### src/rtl/core/bba_pkg.sv
package bba_pkg;

    typedef struct packed {
        logic        action;
        logic [31:0] req_size;
        logic [31:0] block_offset;
    } t_in_word;

    typedef struct packed {
        logic [2:0]  status;
        logic [31:0] granted_offset;
    } t_out_word;

    typedef enum logic [2:0] {
        ST_OK      = 3'd0,
        ST_ZERO    = 3'd1,
        ST_TOO_BIG = 3'd2,
        ST_NO_MEM  = 3'd3,
        ST_RANGE   = 3'd4
    } t_status;

    localparam logic       ACT_ALLOC     = 1'b0;
    localparam logic       ACT_FREE      = 1'b1;
    localparam logic [0:0] CFG_MIN_LOG2  = 1'b0;
    localparam logic [0:0] CFG_MAX_LEVEL = 1'b1;
    localparam logic [4:0] RST_MIN_LOG2  = 5'd6;
    localparam logic [3:0] RST_MAX_LEVEL = 4'd10;

    typedef enum logic [4:0] {
        OP_NONE,
        OP_CLR,
        OP_LOAD,
        OP_FAIL,
        OP_LVL_INC,
        OP_SCAN_INIT,
        OP_SCAN_INC,
        OP_POP,
        OP_TAKE,
        OP_SPLIT,
        OP_GRANT,
        OP_FREAD,
        OP_FTAKE,
        OP_SRCH_INIT,
        OP_SRD,
        OP_K_INC,
        OP_MRD,
        OP_MWR,
        OP_MERGE,
        OP_PUSH,
        OP_EMIT
    } t_dp_op;

    typedef enum logic [3:0] {
        S_CLEAR,
        S_IDLE,
        S_CHECK,
        S_LEVEL,
        S_SCAN,
        S_TAKE,
        S_SPLIT,
        S_FTAKE,
        S_LOOP,
        S_SRD,
        S_SCMP,
        S_MRD,
        S_MWR,
        S_PUSH,
        S_DONE
    } t_state;

    typedef struct packed {
        t_dp_op  op;
        t_status code;
    } t_dp_cmd;

    typedef struct packed {
        logic clr_last;
        logic is_free;
        logic err_zero;
        logic err_big;
        logic err_range;
        logic lvl_done;
        logic scan_hit;
        logic scan_end;
        logic split_done;
        logic g_valid;
        logic at_top;
        logic srch_end;
        logic srch_hit;
        logic mv_end;
        logic out_free;
    } t_dp_stat;

endpackage

### src/rtl/core/bba_ctrl.sv
module bba_ctrl (
    input  logic              i_clk,
    input  logic              i_rst_n,
    input  logic              i_in_valid,
    input  logic              i_cfg_we,
    input  bba_pkg::t_dp_stat i_stat,
    output bba_pkg::t_dp_cmd  o_cmd,
    output logic              o_in_stall
);

    bba_pkg::t_state r_state;
    bba_pkg::t_state n_state;

    always_ff @(posedge i_clk) begin
        if (!i_rst_n) begin
            r_state <= bba_pkg::S_CLEAR;
        end else begin
            r_state <= n_state;
        end
    end

    always_comb begin
        n_state = r_state;
        unique case (r_state)
            bba_pkg::S_CLEAR: if (i_stat.clr_last) n_state = bba_pkg::S_IDLE;
            bba_pkg::S_IDLE:  if (i_in_valid) n_state = bba_pkg::S_CHECK;
            bba_pkg::S_CHECK: begin
                if (i_stat.is_free) begin
                    n_state = i_stat.err_range ? bba_pkg::S_DONE : bba_pkg::S_FTAKE;
                end else begin
                    n_state = (i_stat.err_zero || i_stat.err_big) ? bba_pkg::S_DONE
                                                                   : bba_pkg::S_LEVEL;
                end
            end
            bba_pkg::S_LEVEL: if (i_stat.lvl_done) n_state = bba_pkg::S_SCAN;
            bba_pkg::S_SCAN: begin
                if (i_stat.scan_hit) n_state = bba_pkg::S_TAKE;
                else if (i_stat.scan_end) n_state = bba_pkg::S_DONE;
            end
            bba_pkg::S_TAKE:  n_state = bba_pkg::S_SPLIT;
            bba_pkg::S_SPLIT: if (i_stat.split_done) n_state = bba_pkg::S_DONE;
            bba_pkg::S_FTAKE: n_state = i_stat.g_valid ? bba_pkg::S_LOOP : bba_pkg::S_DONE;
            bba_pkg::S_LOOP:  n_state = i_stat.at_top ? bba_pkg::S_PUSH : bba_pkg::S_SRD;
            bba_pkg::S_SRD:   n_state = i_stat.srch_end ? bba_pkg::S_PUSH : bba_pkg::S_SCMP;
            bba_pkg::S_SCMP:  n_state = i_stat.srch_hit ? bba_pkg::S_MRD : bba_pkg::S_SRD;
            bba_pkg::S_MRD:   n_state = i_stat.mv_end ? bba_pkg::S_LOOP : bba_pkg::S_MWR;
            bba_pkg::S_MWR:   n_state = bba_pkg::S_MRD;
            bba_pkg::S_PUSH:  n_state = bba_pkg::S_DONE;
            bba_pkg::S_DONE:  if (i_stat.out_free) n_state = bba_pkg::S_IDLE;
            default:          n_state = bba_pkg::S_CLEAR;
        endcase
        if (i_cfg_we) n_state = bba_pkg::S_CLEAR;
    end

    always_comb begin
        o_cmd.op   = bba_pkg::OP_NONE;
        o_cmd.code = bba_pkg::ST_OK;
        o_in_stall = 1'b1;
        unique case (r_state)
            bba_pkg::S_CLEAR: o_cmd.op = bba_pkg::OP_CLR;
            bba_pkg::S_IDLE: begin
                o_in_stall = 1'b0;
                if (i_in_valid) o_cmd.op = bba_pkg::OP_LOAD;
            end
            bba_pkg::S_CHECK: begin
                if (i_stat.is_free) begin
                    if (i_stat.err_range) begin
                        o_cmd.op   = bba_pkg::OP_FAIL;
                        o_cmd.code = bba_pkg::ST_RANGE;
                    end else begin
                        o_cmd.op = bba_pkg::OP_FREAD;
                    end
                end else if (i_stat.err_zero) begin
                    o_cmd.op   = bba_pkg::OP_FAIL;
                    o_cmd.code = bba_pkg::ST_ZERO;
                end else if (i_stat.err_big) begin
                    o_cmd.op   = bba_pkg::OP_FAIL;
                    o_cmd.code = bba_pkg::ST_TOO_BIG;
                end
            end
            bba_pkg::S_LEVEL: o_cmd.op = i_stat.lvl_done ? bba_pkg::OP_SCAN_INIT
                                                         : bba_pkg::OP_LVL_INC;
            bba_pkg::S_SCAN: begin
                if (i_stat.scan_hit) begin
                    o_cmd.op = bba_pkg::OP_POP;
                end else if (i_stat.scan_end) begin
                    o_cmd.op   = bba_pkg::OP_FAIL;
                    o_cmd.code = bba_pkg::ST_NO_MEM;
                end else begin
                    o_cmd.op = bba_pkg::OP_SCAN_INC;
                end
            end
            bba_pkg::S_TAKE:  o_cmd.op = bba_pkg::OP_TAKE;
            bba_pkg::S_SPLIT: o_cmd.op = i_stat.split_done ? bba_pkg::OP_GRANT
                                                           : bba_pkg::OP_SPLIT;
            bba_pkg::S_FTAKE: begin
                if (i_stat.g_valid) begin
                    o_cmd.op = bba_pkg::OP_FTAKE;
                end else begin
                    o_cmd.op   = bba_pkg::OP_FAIL;
                    o_cmd.code = bba_pkg::ST_RANGE;
                end
            end
            bba_pkg::S_LOOP: if (!i_stat.at_top) o_cmd.op = bba_pkg::OP_SRCH_INIT;
            bba_pkg::S_SRD:  if (!i_stat.srch_end) o_cmd.op = bba_pkg::OP_SRD;
            bba_pkg::S_SCMP: if (!i_stat.srch_hit) o_cmd.op = bba_pkg::OP_K_INC;
            bba_pkg::S_MRD:  o_cmd.op = i_stat.mv_end ? bba_pkg::OP_MERGE : bba_pkg::OP_MRD;
            bba_pkg::S_MWR:  o_cmd.op = bba_pkg::OP_MWR;
            bba_pkg::S_PUSH: o_cmd.op = bba_pkg::OP_PUSH;
            bba_pkg::S_DONE: if (i_stat.out_free) o_cmd.op = bba_pkg::OP_EMIT;
            default:         o_cmd.op = bba_pkg::OP_NONE;
        endcase
    end

endmodule

### config.mk
export PLATFORM = sky130hd
export DESIGN_NAME = bba_ctrl
export DESIGN_NICKNAME = d
export VERILOG_FILES = /design/src/rtl/core/bba_pkg.sv /design/src/rtl/core/bba_ctrl.sv
export SDC_FILE = /design/constraint.sdc
export NUM_CORES = 1
export LEC_CHECK = 0
export BUFFER_PORTS_ARGS = -buffer_cell sky130_fd_sc_hd__buf_2
export CORE_UTILIZATION = 25
export CTS_BUF_LIST = sky130_fd_sc_hd__clkbuf_16
export DETAILED_ROUTE_END_ITERATION = 7
export SYNTH_ARGS = -nofsm -noshare
export SYNTH_HDL_FRONTEND = slang
export SYNTH_SLANG_ARGS = --single-unit
### constraint.sdc
create_clock -name i_clk -period 2 [get_ports i_clk]
set_clock_uncertainty 0.1 [all_clocks]
set_input_delay 0.4 -clock i_clk [delete_from_list [all_inputs] [get_ports i_clk]]
set_output_delay 0.4 -clock i_clk [all_outputs]
set_load 0.1 [all_outputs]
==> run_results.csv, run 1 <==
group,metric,value,unit
detailed_routing,post_drt_via_cell_ratio,5.579,
cells_and_area,finish.cell_count_without_fillers,190,
critical_path,worstReg2RegEnd,"r_state[2]",
yosys,nets_in_the_synthesized_netlist,131,
placed_design,placement_stage_worst_setup_slack,-41.40,ps
critical_path,setup.worst_path.start_class,"flip-flop",
yosys,synth.lib_cells_used.distinct,48,
floorplan,io_pins,28,
yosys,async_reset_ff_share,0,%
cells_and_area,max_flop_register,"r_state",
clock_network,clk_pin_slew_worst_paths,30,ps
hold_path,hold_class,"input pin to flip-flop",
cells_and_area,mostFrequentLayoutCells,"24 x sky130_fd_sc_hd__buf_4, 18 x sky130_fd_sc_hd__buf_2, 10 x sky130_fd_sc_hd__buf_12",
critical_path,timing.critical_path.slowest_stage_cell,"sky130_fd_sc_hd__or4b_4",
yosys,postSynthCellCount,112,
yosys,ys_seq_elements,4,
yosys,synth_seq_area_share,10.70,%
cells_and_area,max_reg_flops,4,
critical_path,crit-reg2reg-launch,"r_state[0]",
sta,setup_total_neg_slack,-792.0,ps
floorplan,coreArea,2805,sq um
detailed_routing,routedWlPerCell,15.43,microns
detailed_routing,route.met2.wl,1412,microns
clock_network,cts_root_buffer,"sky130_fd_sc_hd__clkbuf_16",
clock_network,h-tree-depth,1,
pwr,power.share.switching,29.21,%
pwr,clkPwrFrac,51.5,%
yosys,synthesis.area,748.2,sq um
clock_network,cts_tree,"built",
placed_design,place.port_buffers,27,
cells_and_area,layout_top_registers,"r_state (4)",
hold_path,capture_endpoint_of_the_worst_hold_path,"r_state[3]",
cells_and_area,mostFrequentLayoutCell,"sky130_fd_sc_hd__buf_4",
pwr,ir_drop,0.3249,mV
pwr,static-leakage-power,0.5725,nW
critical_path,cp_num_buf_inv,1,
hold_path,hp-start,"i_rst_n",
sta,min_period,2179,ps
pwr,power.switching,0.1738,mW
pwr,pwr_density_cell,423.6,nW/um^2
sta,setup_repair_after_global_routing_missed_its_margin,"yes",
critical_path,crit_type,"flip-flop to output pin",
detailed_routing,final_antenna_net_count,0,
critical_path,crit_path_max_fanout,3,
sta,timing.final.hold_violations,0,
detailed_routing,drcViolationCount,4,
pwr,internal_power_of_the_cells,0.4213,mW
critical_path,cpLargestDelayFamily,"simple AND/OR/NAND/NOR gates",
critical_path,r2r.worst_path.cells,10,
global_routing,wire_length_of_the_first_global_routing_pass,4767,microns
detailed_routing,totalWireLength,2931,microns
sta,max_slew.worst_pin.slew,343.1,ps
pwr,comb_power_share,34.5,%
detailed_routing,dr_total_vias,1060,
cells_and_area,post_route_cells_drive_above_1_share,52.20,%
yosys,yosysWarnings,0,
clock_network,tritoncts_num_sinks,4,
yosys,synth_enable_flop_cells,0,
global_routing,grt.total_usage,18.78,%
outcome,outcome,"complete, but fails checks",
critical_path,arrival_time_worst_endpoint,1680,ps
floorplan,start_util,26.67,%
yosys,synth.avg_cell_area,6.681,sq um
pwr,register_share_of_total_power,14.0,%
hold_path,worstHoldPathCells,3,
critical_path,crit_path_max_incr_delay,560,ps
global_routing,number_of_global_route_vias_before_repair,1027,
placed_design,post-dp-hpwl,2231,microns
critical_path,critical_path_required,1500,ps
sta,layout_worst_path_cycle_share,108.9,%
sta,max_freq,459.0,MHz
floorplan,floorplan.rows,19,
cells_and_area,area_growth,87.79,%
clock_network,clock_buffer_count_from_cts,3,
cells_and_area,finish.net_count,180,
detailed_routing,m1WireLength,1320,microns
outcome,failing_checks,"DRC, setup timing",
floorplan,die_area,3215,sq um
detailed_routing,highest-signal-layer,"met4",
global_routing,antenna_found_initial,0,
global_routing,final_global_route_overflow_total,0,
critical_path,critical_path.cell_chain,"or4b_4, o32a_1, o2111ai_4, buf_12",
placed_design,gp_routability_congestion,0.8698,
critical_path,cp-end-kind,"output pin",
run,maxCapViolations,0,
floorplan,die-height,56.71,microns
placed_design,placedCellCount,182,
cells_and_area,diodes,0,
detailed_routing,first_pass_iters,6,
clock_network,clockBufferDepth,2,
floorplan,die_width,56.71,microns
sta,slew_headroom,77.08,%
sta,slew_viol_final,0,
detailed_routing,detail_route.iter0.violations,48,
global_routing,grt_start_max_net_pins,16,
sta,setup-violations-final,7,
clock_network,clkLatencyLatePin,220,ps
detailed_routing,dr_wl_met3,179,microns
critical_path,setup.reg_to_reg.worst_slack,0,ps
sta,fin_ws,-178.7,ps
yosys,synth_ff_type,"sky130_fd_sc_hd__dfxtp_1",
kinds of logic (layout without fill, tap and decap cells):
logic type	after synthesis	after routing	synth area share (%)
AOI/OAI and AO/OA	42	42	40.30
buffers and inverters	15	62	9.865
DFF	4	4	10.70
muxes	2	2	2.676
and+or+nand+nor	49	49	36.45
worst max-delay path by stage:
stage	from	endpoint	slack (ps)	depth (start not counted)
after floorplan	r_state[1]	o_cmd[6]	-840	6
after global placement	i_stat[8]	o_cmd[5]	-20	6
after detailed placement	r_state[2]	o_cmd[3]	-40	5
after CTS	r_state[0]	o_cmd[3]	-190	4
after global routing	r_state[2]	o_cmd[5]	-230	6
final	r_state[0]	o_cmd[3]	-180	4
tightest hold or removal path: cells and delay by family:
kind	cells	cell delay, ps
and+or+nand+nor	2	260
buffers and inverters	1	70
layer usage:
layer  track usage (%)  vias to the layer above
li1                  -                      520
met1             24.86                      493
met2             30.95                       45
met3             4.378                        2
met4             3.571                        0
met5                 0                        -
synth_stat cells, types with 2 or more instances:
| library cell | n | area, sq um |
|---|---|---|
| sky130_fd_sc_hd__nor3_1 | 6 | 30.03 |
| sky130_fd_sc_hd__a21oi_1 | 7 | 35.03 |
| sky130_fd_sc_hd__nor3b_1 | 2 | 15.01 |
| sky130_fd_sc_hd__nand2_1 | 9 | 33.78 |
| sky130_fd_sc_hd__a32oi_1 | 2 | 17.52 |
| sky130_fd_sc_hd__and3_1 | 2 | 12.51 |
| sky130_fd_sc_hd__and2_1 | 2 | 12.51 |
| sky130_fd_sc_hd__o211ai_1 | 4 | 30.03 |
| sky130_fd_sc_hd__mux2i_1 | 2 | 20.02 |
| sky130_fd_sc_hd__o21ai_1 | 4 | 20.02 |
| sky130_fd_sc_hd__a31oi_1 | 3 | 18.77 |
| sky130_fd_sc_hd__nor2_1 | 9 | 33.78 |
| sky130_fd_sc_hd__nand2b_1 | 4 | 25.02 |
| sky130_fd_sc_hd__nor2b_1 | 3 | 18.77 |
| sky130_fd_sc_hd__dfxtp_1 | 4 | 80.08 |
| sky130_fd_sc_hd__o21ai_0 | 6 | 30.03 |
| sky130_fd_sc_hd__or3_1 | 3 | 18.77 |
| sky130_fd_sc_hd__inv_2 | 3 | 11.26 |
| sky130_fd_sc_hd__nand3_1 | 2 | 10.01 |
| sky130_fd_sc_hd__buf_2 | 5 | 25.02 |
| sky130_fd_sc_hd__o31ai_1 | 2 | 15.01 |
| sky130_fd_sc_hd__inv_1 | 2 | 7.510 |
metrics by stage:
stage	hold WS [ps]	area (sq um)	total power [mW]	util (%)
after CTS	461.9	1348	0.5930	48.04
after detailed placement	637.3	1249	0.2827	44.51
after floorplan	541.4	855.8	0.2054	-
final	458.7	1405	0.5951	50.09
after global placement	621.9	1249	0.2813	44.51
after global routing	486.1	1405	0.6207	50.09
final cells by class:
cell class                      count  area (sq um)
Tap cell                           31         38.79
Fill cell                         278          1400
Inverter                            6         30.03
Multi-Input combinational cell     93         690.7
Timing Repair Buffer               53         481.7
Sequential cell                     4         88.84
Clock buffer                        3         75.07
power by group through the flow:
| stage | Sequential (mW) | Clock, mW | Combinational, mW |
|---|---|---|---|
| 2_1_floorplan | 0.0846 | 0 | 0.121 |
| 3_3_place_gp | 0.0863 | 0 | 0.195 |
| 3_5_place_dp | 0.0864 | 0 | 0.196 |
| 4_1_cts | 0.0835 | 0.311 | 0.198 |
| 5_1_grt | 0.0836 | 0.319 | 0.218 |
| 6_report | 0.0833 | 0.307 | 0.205 |
repair_timing:
action / 4_1_cts / 5_1_grt
gates resized for setup: 6 / 8
buffers inserted: 1 / 4
hold buffers: 0 / 0
endpoints found under the setup margin: 9 / 11
pin swaps: 5 / 1
Power figures use the tool's default switching activity.
==> run 2, diff against run 1 <==
CORE_UTILIZATION = 48   (was 25)
PLACE_DENSITY = 0.78   (was default)
==> run 2 against run 1 <==
- the run ends with setup timing left
- sequential power rose by 2%
- clock power rose by 3%
- highest routed layer unchanged
- flip-flop and latch count did not move
- global-route usage rose by 20 points
- first-iteration DRC count rose by 120%
- via count rose by 17%
- sequential share of layout area rose by 0.27 points
- largest power group unchanged
==> run_results.csv, run 2 (same netlist as run 1, synthesis figures left out) <==
group,metric,value,unit
outcome,outcome,"complete, but fails checks",
outcome,failing_checks,"setup timing",
detailed_routing,final_antenna_net_count,0,
cells_and_area,mostFrequentLayoutCell,"sky130_fd_sc_hd__buf_2",
clock_network,clock_buffer_count_from_cts,3,
cells_and_area,layout_top_registers,"r_state (4)",
critical_path,timing_startpoint_of_the_critical_path,"r_state[0]",
detailed_routing,dr_total_vias,1245,
global_routing,wire_length_of_the_first_global_routing_pass,5244,microns
sta,setup-violations-final,7,
hold_path,hold_class,"input pin to flip-flop",
hold_path,worstHoldPathCells,3,
pwr,static-leakage-power,0.5296,nW
pwr,ir_drop,0.3917,mV
floorplan,start_util,54.12,%
floorplan,coreArea,1383,sq um
critical_path,setup.worst_path.start_class,"flip-flop",
placed_design,placement_stage_worst_setup_slack,7.585,ps
global_routing,grt_start_max_net_pins,23,
global_routing,number_of_global_route_vias_before_repair,1070,
critical_path,critical_path_required,1500,ps
placed_design,gp_routability_congestion,0.9028,
clock_network,h-tree-depth,1,
sta,slew_viol_final,0,
floorplan,die_area,1721,sq um
pwr,pwr_density_cell,461.3,nW/um^2
cells_and_area,max_reg_flops,4,
placed_design,place.port_buffers,27,
detailed_routing,first_pass_iters,5,
floorplan,io_pins,28,
critical_path,crit-reg2reg-launch,"r_state[1]",
clock_network,holdBufCountCts,0,
clock_network,cts_tree,"built",
cells_and_area,max_flop_register,"r_state",
detailed_routing,drcViolationCount,0,
clock_network,tritoncts_num_sinks,4,
global_routing,grt.total_usage,39.01,%
cells_and_area,mostFrequentLayoutCells,"18 x sky130_fd_sc_hd__buf_2, 17 x sky130_fd_sc_hd__buf_4, 9 x sky130_fd_sc_hd__buf_12",
clock_network,clk_pin_slew_worst_paths,30,ps
floorplan,die_width,41.48,microns
detailed_routing,totalWireLength,3889,microns
sta,setup_repair_after_global_routing_missed_its_margin,"yes",
cells_and_area,diodes,0,
placed_design,post-dp-hpwl,2047,microns
run,maxCapViolations,0,
detailed_routing,post_drt_via_cell_ratio,7.455,
clock_network,clkLatencyLatePin,220,ps
global_routing,antenna_found_initial,0,
cells_and_area,post_route_cells_drive_above_1_share,49.34,%
detailed_routing,routedWlPerCell,23.29,microns
global_routing,final_global_route_overflow_total,0,
cells_and_area,finish.net_count,173,
critical_path,arrival_time_worst_endpoint,1800,ps
cells_and_area,area_growth,75.08,%
sta,slew_headroom,77.29,%
sta,timing.final.hold_violations,0,
sta,max_freq,434.2,MHz
sta,fin_ws,-303.2,ps
hold_path,hp-start,"i_rst_n",
sta,layout_worst_path_cycle_share,115.2,%
sta,max_slew.worst_pin.slew,338.5,ps
critical_path,crit_type,"flip-flop to output pin",
critical_path,r2r.worst_path.cells,6,
clock_network,clockBufferDepth,2,
critical_path,cp-end-kind,"output pin",
clock_network,cts_root_buffer,"sky130_fd_sc_hd__clkbuf_16",
floorplan,floorplan.rows,13,
sta,hold_slack,507.7,ps
detailed_routing,detail_route.iter0.violations,106,
floorplan,die-height,41.48,microns
sta,min_period,2303,ps
critical_path,crit_path_max_fanout,8,
==> run 2: timing repair <==
| action | 4_1_cts | 5_1_grt |
|---|---|---|
| setup buffers | 1 | 1 |
| pin swaps | 4 | 4 |
| endpoints found under the setup margin | 8 | 9 |
| gates resized for setup | 7 | 3 |
==> run 2: area by class of cell <==
class	instances	area (sq um)
multi-input cells	93	681.9
repair buffers	46	420.4
flip-flops and latches	4	86.33
clock buffers	3	75.07
fillers	41	72.57
inverters	6	27.53
well taps	15	18.77
==> run 2: final timing paths <==
check / to / slack, ps
setup reg to reg: r_state[3] / 40
hold reg to reg: r_state[1] / 620
setup / recovery: o_cmd[5] / -300
hold / removal: r_state[0] / 510
==> run 2: power by group <==
part	internal, mW	total, mW	switching, mW
Sequential	0.0816	0.0853	0.00369
Clock	0.256	0.316	0.0600
Combinational	0.0770	0.203	0.126
==> run 2: critical path, stage by stage, from the launching register on <==
cell	delay [ps]
sky130_fd_sc_hd__dfxtp_2	340
sky130_fd_sc_hd__inv_2	160
sky130_fd_sc_hd__nand2_1	120
sky130_fd_sc_hd__or3_1	380
sky130_fd_sc_hd__a21oi_1	240
sky130_fd_sc_hd__or3_4	180
sky130_fd_sc_hd__buf_12	160
==> run 2: per-stage QoR <==
step	instances	utilization, %	power, mW	setup TNS, ps	cell area [sq um]
global placement	162	85.79	0.2670	0	1186
global route	167	94.75	0.6165	-1798	1310
CTS	166	93.57	0.5910	-1017	1294
finish	167	94.75	0.6043	-1400	1310
floorplan	112	-	0.2054	-1413	855.8
detailed placement	162	85.79	0.2711	0	1186
==> run 2: metal layers <==
layer | GRT usage, % | share of wire (%) | vias up
met4 | 16.13 | 10 | 0
met3 | 5.217 | 12 | 54
met2 | 68.44 | 45 | 141
li1 | - | - | 508
met5 | 0 | 0 | -
met1 | 47.11 | 33 | 542
